$ cat src/rtl/core/tdpt_pkg.sv
`timescale 1ns / 1ps
// ----------------------------------------------------------------------------
// tdpt_pkg
// Shared types and constants for the trial-division prime tester.
// ----------------------------------------------------------------------------
package tdpt_pkg;

    localparam int VALUE_WIDTH_DEFAULT = 32;

    typedef enum logic [2:0] {
        ST_IDLE,
        ST_CHECK,
        ST_DIVIDE,
        ST_TEST,
        ST_FINISH
    } state_t;

    // Commands from the controller to the datapath.
    typedef struct packed {
        logic load;        // take a new candidate, restart divisor at two
        logic div_start;   // begin a remainder computation
        logic div_step;    // one bit of the serial remainder
        logic next_div;    // advance divisor and its square
        logic out_load;    // capture the result into the output register
        logic prime;       // verdict written with out_load
    } dp_cmd_t;

    // Status from the datapath to the controller.
    typedef struct packed {
        logic le_one;      // candidate is negative, zero or one
        logic sq_over;     // divisor squared exceeds the candidate
        logic div_last;    // the current step is the last remainder bit
        logic rem_zero;    // remainder of the last computation is zero
    } dp_status_t;

endpackage

$ cat src/rtl/core/tdpt_datapath.sv
`timescale 1ns / 1ps
// ----------------------------------------------------------------------------
// tdpt_datapath
// Datapath: candidate, divisor with running square, bit-serial remainder
// and the output register.
// ----------------------------------------------------------------------------
module tdpt_datapath #(
    parameter int VALUE_WIDTH = tdpt_pkg::VALUE_WIDTH_DEFAULT
) (
    input  logic                   aclk,
    input  logic [VALUE_WIDTH-1:0] in_value,
    input  tdpt_pkg::dp_cmd_t      cmd,
    output tdpt_pkg::dp_status_t   status,
    output logic [VALUE_WIDTH-1:0] out_value,
    output logic                   out_prime
);

    localparam int DIV_W = VALUE_WIDTH / 2 + 1;
    localparam int SQ_W  = 2 * DIV_W;
    localparam int CNT_W = $clog2(VALUE_WIDTH);

    logic [VALUE_WIDTH-1:0] value_reg;
    logic [DIV_W-1:0]       div_reg, div_next;
    logic [SQ_W-1:0]        sq_reg, sq_next;
    logic [VALUE_WIDTH-1:0] shift_reg, shift_next;
    logic [DIV_W-1:0]       rem_reg, rem_next;
    logic [CNT_W-1:0]       cnt_reg, cnt_next;
    logic [VALUE_WIDTH-1:0] out_value_reg;
    logic                   out_prime_reg;
    logic [DIV_W:0]         trial;
    logic [DIV_W:0]         diff;

    // Next partial remainder: shift in the next candidate bit, subtract
    // the divisor when it fits. The remainder stays below the divisor, so
    // one extra bit holds the shifted value.
    assign trial = {rem_reg, shift_reg[VALUE_WIDTH-1]};
    assign diff  = trial - {1'b0, div_reg};

    always_comb begin
        div_next   = div_reg;
        sq_next    = sq_reg;
        shift_next = shift_reg;
        rem_next   = rem_reg;
        cnt_next   = cnt_reg;
        if (cmd.load) begin
            div_next = DIV_W'(2);
            sq_next  = SQ_W'(4);
        end
        if (cmd.next_div) begin
            // (d + 1)^2 = d^2 + 2d + 1
            div_next = div_reg + DIV_W'(1);
            sq_next  = sq_reg + SQ_W'({div_reg, 1'b1});
        end
        if (cmd.div_start) begin
            shift_next = value_reg;
            rem_next   = '0;
            cnt_next   = CNT_W'(VALUE_WIDTH - 1);
        end
        if (cmd.div_step) begin
            shift_next = {shift_reg[VALUE_WIDTH-2:0], 1'b0};
            rem_next   = (trial >= {1'b0, div_reg}) ? diff[DIV_W-1:0] : trial[DIV_W-1:0];
            cnt_next   = cnt_reg - CNT_W'(1);
        end
    end

    always_ff @(posedge aclk) begin
        if (cmd.load) begin
            value_reg <= in_value;
        end
        div_reg   <= div_next;
        sq_reg    <= sq_next;
        shift_reg <= shift_next;
        rem_reg   <= rem_next;
        cnt_reg   <= cnt_next;
        if (cmd.out_load) begin
            out_value_reg <= value_reg;
            out_prime_reg <= cmd.prime;
        end
    end

    assign status.le_one   = value_reg[VALUE_WIDTH-1] || (value_reg <= VALUE_WIDTH'(1));
    assign status.sq_over  = sq_reg > SQ_W'(value_reg);
    assign status.div_last = (cnt_reg == '0);
    assign status.rem_zero = (rem_reg == '0);

    assign out_value = out_value_reg;
    assign out_prime = out_prime_reg;

endmodule

$ cat config.mk
export PLATFORM = sky130hd
export DESIGN_NAME = tdpt_datapath
export DESIGN_NICKNAME = d
export VERILOG_FILES = /design/src/rtl/core/tdpt_pkg.sv /design/src/rtl/core/tdpt_datapath.sv
export SDC_FILE = /design/constraint.sdc
export NUM_CORES = 1
export LEC_CHECK = 0
export BUFFER_PORTS_ARGS = -buffer_cell sky130_fd_sc_hd__buf_2
export CAP_MARGIN = 20
export CORE_MARGIN = 2
export CORE_UTILIZATION = 40
export CTS_CLUSTER_DIAMETER = 100
export CTS_CLUSTER_SIZE = 8
export DETAILED_ROUTE_END_ITERATION = 7
export MAX_ROUTING_LAYER = met4
export PLACE_DENSITY = 0.65
export SETUP_SLACK_MARGIN = 0.3
export SLEW_MARGIN = 20
export SYNTH_ARGS = -nofsm -noshare
export SYNTH_HDL_FRONTEND = slang
export SYNTH_SLANG_ARGS = --single-unit
$ cat constraint.sdc
create_clock -name aclk -period 3.1 [get_ports aclk]
set_input_delay 0.62 -clock aclk [delete_from_list [all_inputs] [get_ports aclk]]
set_output_delay 0.62 -clock aclk [all_outputs]
set_load 0.01 [all_outputs]
After elaboration in Yosys (flattened, before gate mapping)
Cells that the tools add are included.

Register bits after elaboration: 170. Input port bits: 39. Output and inout bits: 37.

$add $sub $neg: 4. Order comparisons: 3. Mux-type cells: 11. Reduce and logical (&&, ||, !) cells: 5.

Operator list (number): $mux W17 (5); $mux W34 (2); $mux W32 (2); $add A34 B18 Y34 (1); $gt A34 B32 Y1 (1); $le A32 B1 Y1 const B (1); $ge A18 B17 Y1 (1); $add A17 B1 Y17 const B (1); $logic_not A17 Y1 (1); $sub A17 B17 Y17 (1); $mux W5 (2); $logic_not A5 Y1 (1); $sub A5 B1 Y5 const B (1); $reduce_bool A2 Y1 (2); $logic_or A1 B1 Y1 (1).

Longest topological paths before layout
Word-level depth: 3. Gate-level depth with buffers: 12. Depth with buffers taken out: 11.

Worst setup path after synthesis
OpenSTA, ideal clock, no wires.

Path type: reg-to-reg. From: register div_reg[0]. To: register rem_reg[9], data pin. Library setup time: 254 ps. Data arrival time: 2410 ps. Data required time: 2846 ps. Slack: 436 ps. Cell stages (with the launch flop): 12. Buffers on the path: 1. Cell sequence: edfxtp_1 > ha_1 > inv_1 > fa_1 > a21o_1 > a221oi_2 > o21ai_2 > a21oi_4 > a22oi_4 > buf_6 > and3_1 > o21a_1.

Longest elaborated chain between the ends: 3.

RTL lines: start: declaration (line tdpt_datapath.sv:23) `logic [DIV_W-1:0] div_reg, div_next;`; start signal: assignment (line tdpt_datapath.sv:70) `div_reg <= div_next;`; $sub A17 B17 Y17 / $ge A18 B17 Y1 (equally long branches) (line tdpt_datapath.sv:37, tdpt_datapath.sv:61); $mux W17 (*) (line tdpt_datapath.sv:61) `rem_next = (trial >= {1'b0, div_reg}) ? diff[DIV_W-1:0] : trial[DIV_W-1:0];`; $mux W17 (*) (line tdpt_datapath.sv:59) `if (cmd.div_step) begin`; end signal: assignment (line tdpt_datapath.sv:73) `rem_reg <= rem_next;`; end: declaration (line tdpt_datapath.sv:26) `logic [DIV_W-1:0] rem_reg, rem_next;`.

Every way passes the cells marked *; elsewhere a longest branch is shown, timed or not. A chain may end at the register's enable or synchronous reset.

==> results by group <==
Run status
  • Status: complete, but fails checks
  • Failing checks: setup timing

Power and ir drop
  • Switching Share: 0.354
  • Combinational share of power: 0.369
  • Clock share of power: 0.245
  • Maximum VDD drop: around 0.46 mV
  • Sequential share of power: 0.386
  • Leak: between 4 and 5 nW
  • Cell Pwr Density: 762 mW/mm^2
  • Cell-internal power: 5.49 mW
  • Net Switching: approximately 3.0 mW

Detailed routing
  • Drc violations: 0
  • Antenna-violating nets left: 0
  • Via count: about 6600
  • Vias per std cell: 5.26
  • Initial DRC Count: 450
  • Total routed wirelength: between 20000 and 25000 um
  • Pre-antenna DRT Iters: 4
  • Drt wl/cell: 16.5 um

Critical path
  • R2r setup slk: between 0.2 and 0.3 ns
  • Worst R2R Start: sq_reg[3]
  • Worst r2r dst: sq_reg[24]
  • Crit end category: output pin
  • Crit start category: flop
  • Worst Setup Path Type: reg -> out
  • Register-to-Register Path Depth: 11
  • Worst-path maximum fanout: 2
  • Data required, critical path: roughly 2.5 ns
  • Crit path DAT: 2.59 ns

Global routing
  • Vias in the first global route: 6229
  • GRT overflow: 0
  • First-pass GRT wire length: 32300 um
  • Largest net degree at the start of global routing: 69
  • Initial antenna violation count: 0
  • Total track usage: 0.171

Synth
  • Mapped Area: between 0.009 and 0.01 sq mm
  • FF+latch count, synth: 170
  • Register area share after synthesis: 0.537
  • Number of flops mapped to enable cells by yosys: ~170
  • Cells after Synth: 823
  • Number of distinct library cells after synthesis: 60
  • Post-Syn Nets: 932
  • Yosys warning total: 0
  • Top FF cell, synth: edfxtp_1
  • Avg Cell Area, Syn: 11.5 sq um
  • Fraction of registers with async set/reset: 0

Floorplan
  • Die Y: between 150 and 200 um
  • Initial core utilization: 0.406
  • Core area: approximately 0.023 sq mm
  • Die W: about 160 um
  • FP Rows: 56
  • # IOs: 76
  • DIE AREA: between 0.02 and 0.025 sq mm

Cells and area
  • Most frequent cells in the layout: 169 x edfxtp_1, 75 x buf_2, 69 x nand2_1
  • Fill cell count: around 2100
  • Reg area: 0.00509 sq mm
  • Max reg flops: 34
  • Multi-input gate area: roughly 0.0042 sq mm
  • Fraction of layout instances using a drive strength above 1: 0.187
  • ANT cells: 0
  • P&R area growth vs syn: 17.4%
  • Final Util: 0.476
  • Commonest non-fill, non-tap cell in the layout: edfxtp_1
  • Total Nets Final: 1032

Clocking
  • Clk pin slew, worst setup/hold paths: about 0.07 ns
  • Hold Buf Count CTS: 0
  • CTS Buf Count: 17
  • Clk sinks: 170
  • Clk Latency, worst-skew pair: between 0.4 and 0.5 ns
  • H-Tree Depth: 4
  • Clock Path Buffers: 2
  • CTS tree: done
  • Clock Tree Root: clkbuf_16

Worst hold path
  • Hold_sp: in_value[30]
  • Worst Hold Path Cells: 1
  • Hold path endpoint: value_reg[30]
  • Worst min path class: in -> reg

Timing
  • Final setup margin: -0.109 ns
  • Period minus WS final: about 3.2 ns
  • Final period utilization: 1.04
  • Worst hold-check slack: 0.359 ns
  • Final setup viols: 1
  • Final slew viol count: 0
  • Highest clock rate: 312 MHz
  • Relative slew slack: 0.483
  • Final Hold Fails: 0
  • Worst Max-Slew Pin Slew: between 0.7 and 0.8 ns
  • RSZ-0062 raised after global routing: true
  • Max Clock Skew: about 0.013 ns

Run
  • Max_cap viols: 0

Place
  • GPL Wtd Cong: around 0.85
  • DP Worst Slack: approximately 0.16 ns
  • DP HPWL: approximately 14000 um
  • Port bufs: 75
area by class of cell:
type | count | area share
tap | 319 | 0.0358
inverter | 69 | 0.0233
sequential | 170 | 0.457
clock buffer | 17 | 0.0382
multi-input combinational | 563 | 0.377
timing repair buffer | 102 | 0.0548
clock inverter | 15 | 0.0135
logic make-up (layout without fill, tap and decap cells):
| logic type | Yosys count | count (layout) | synth area share |
|---|---|---|---|
| xor gates and xnor gates | 50 | 50 | 0.0461 |
| buffers and inverters | 92 | 203 | 0.0382 |
| DFF | 170 | 170 | 0.537 |
| AOI/OAI and AO/OA | 175 | 177 | 0.132 |
| adders and majority gates | 70 | 70 | 0.0939 |
| and+or+nand+nor | 251 | 251 | 0.137 |
| muxes | 15 | 15 | 0.0158 |
worst max-delay path by stage:
stage | start | to | slack [ns] | depth (start not counted)
global placement | sq_reg[3] | status[2] | 0.21 | 9
detailed placement | sq_reg[3] | status[2] | 0.16 | 9
CTS | sq_reg[3] | status[2] | -0.24 | 9
global route | sq_reg[3] | status[2] | -0.29 | 9
finish | sq_reg[3] | status[2] | -0.11 | 9
floorplan | div_reg[0] | rem_reg[9] | 0.44 | 11
critical path, stage by stage (launching register included):
cell and delay [ns]:
edfxtp_1 0.44, ha_4 0.27, a21o_1 0.16, a21oi_2 0.11
nor2b_1 0.06, o31ai_2 0.23, o211ai_1 0.18, a2111oi_2 0.42
a21oi_2 0.13, buf_2 0.15
synth_stat cells, drive strengths merged (3+ instances only):
cell type	count	share of area
edfxtp	169	0.53
nand2b	7	0.0046
a21o	14	0.011
clkbuf	18	0.0071
or3	4	0.0026
o21ai	42	0.023
nor2	30	0.012
o211ai	9	0.0076
or2	3	0.0020
o21a	13	0.010
xnor2	38	0.035
inv	69	0.027
a21oi	35	0.020
ha	68	0.090
a31oi	3	0.0020
xor2	12	0.011
o211a	3	0.0032
a221oi	3	0.0047
and3	4	0.0026
nand3	17	0.0090
nor4	14	0.0092
mux2i	15	0.016
nor3	17	0.0090
o22ai	3	0.0020
and2	39	0.026
nor2b	18	0.012
a22o	18	0.017
nand4	19	0.013
buf	5	0.0038
a211oi	8	0.0076
nand2	70	0.028
a21boi	8	0.0063
power by group through the flow:
stage / logic, mW / clock network (mW) / registers, mW
floorplan: 2.26 / 0 / 3.21
global placement: 2.71 / 0 / 3.31
detailed placement: 2.75 / 0 / 3.31
CTS: 2.95 / 2.11 / 3.27
global route: 3.49 / 2.20 / 3.31
finish: 3.13 / 2.08 / 3.28
through the flow:
stage               instances  area (sq um)  TNS (ns)  total power, mW
finish                   1255         11100    -0.109             8.49
detailed placement       1210         10300         0             6.06
CTS                      1247         10900    -0.236             8.32
global route             1255         11100    -0.288             9.00
global placement         1210         10300         0             6.02
floorplan                 823          9490         0             5.47
per-layer routing:
| metal | vias to the layer above | part of all wire | global-route usage | wire, um |
|---|---|---|---|---|
| li1 | 3252 | - | - | - |
| met1 | 3193 | 0.48 | 0.229 | 9980 |
| met2 | 141 | 0.46 | 0.264 | 9600 |
| met3 | 18 | 0.042 | 0.0304 | 866 |
| met4 | 0 | 0.015 | 0.0558 | 301 |
| met5 | - | 0 | - | 0 |
what timing repair did:
action / CTS / global route
cloned: 1 / 1
pin swaps: 8 / 23
buffers inserted: 4 / 7
endpoints found under the setup margin: 4 / 32
resized for setup: 3 / 30
Power figures use the tool's default switching activity.
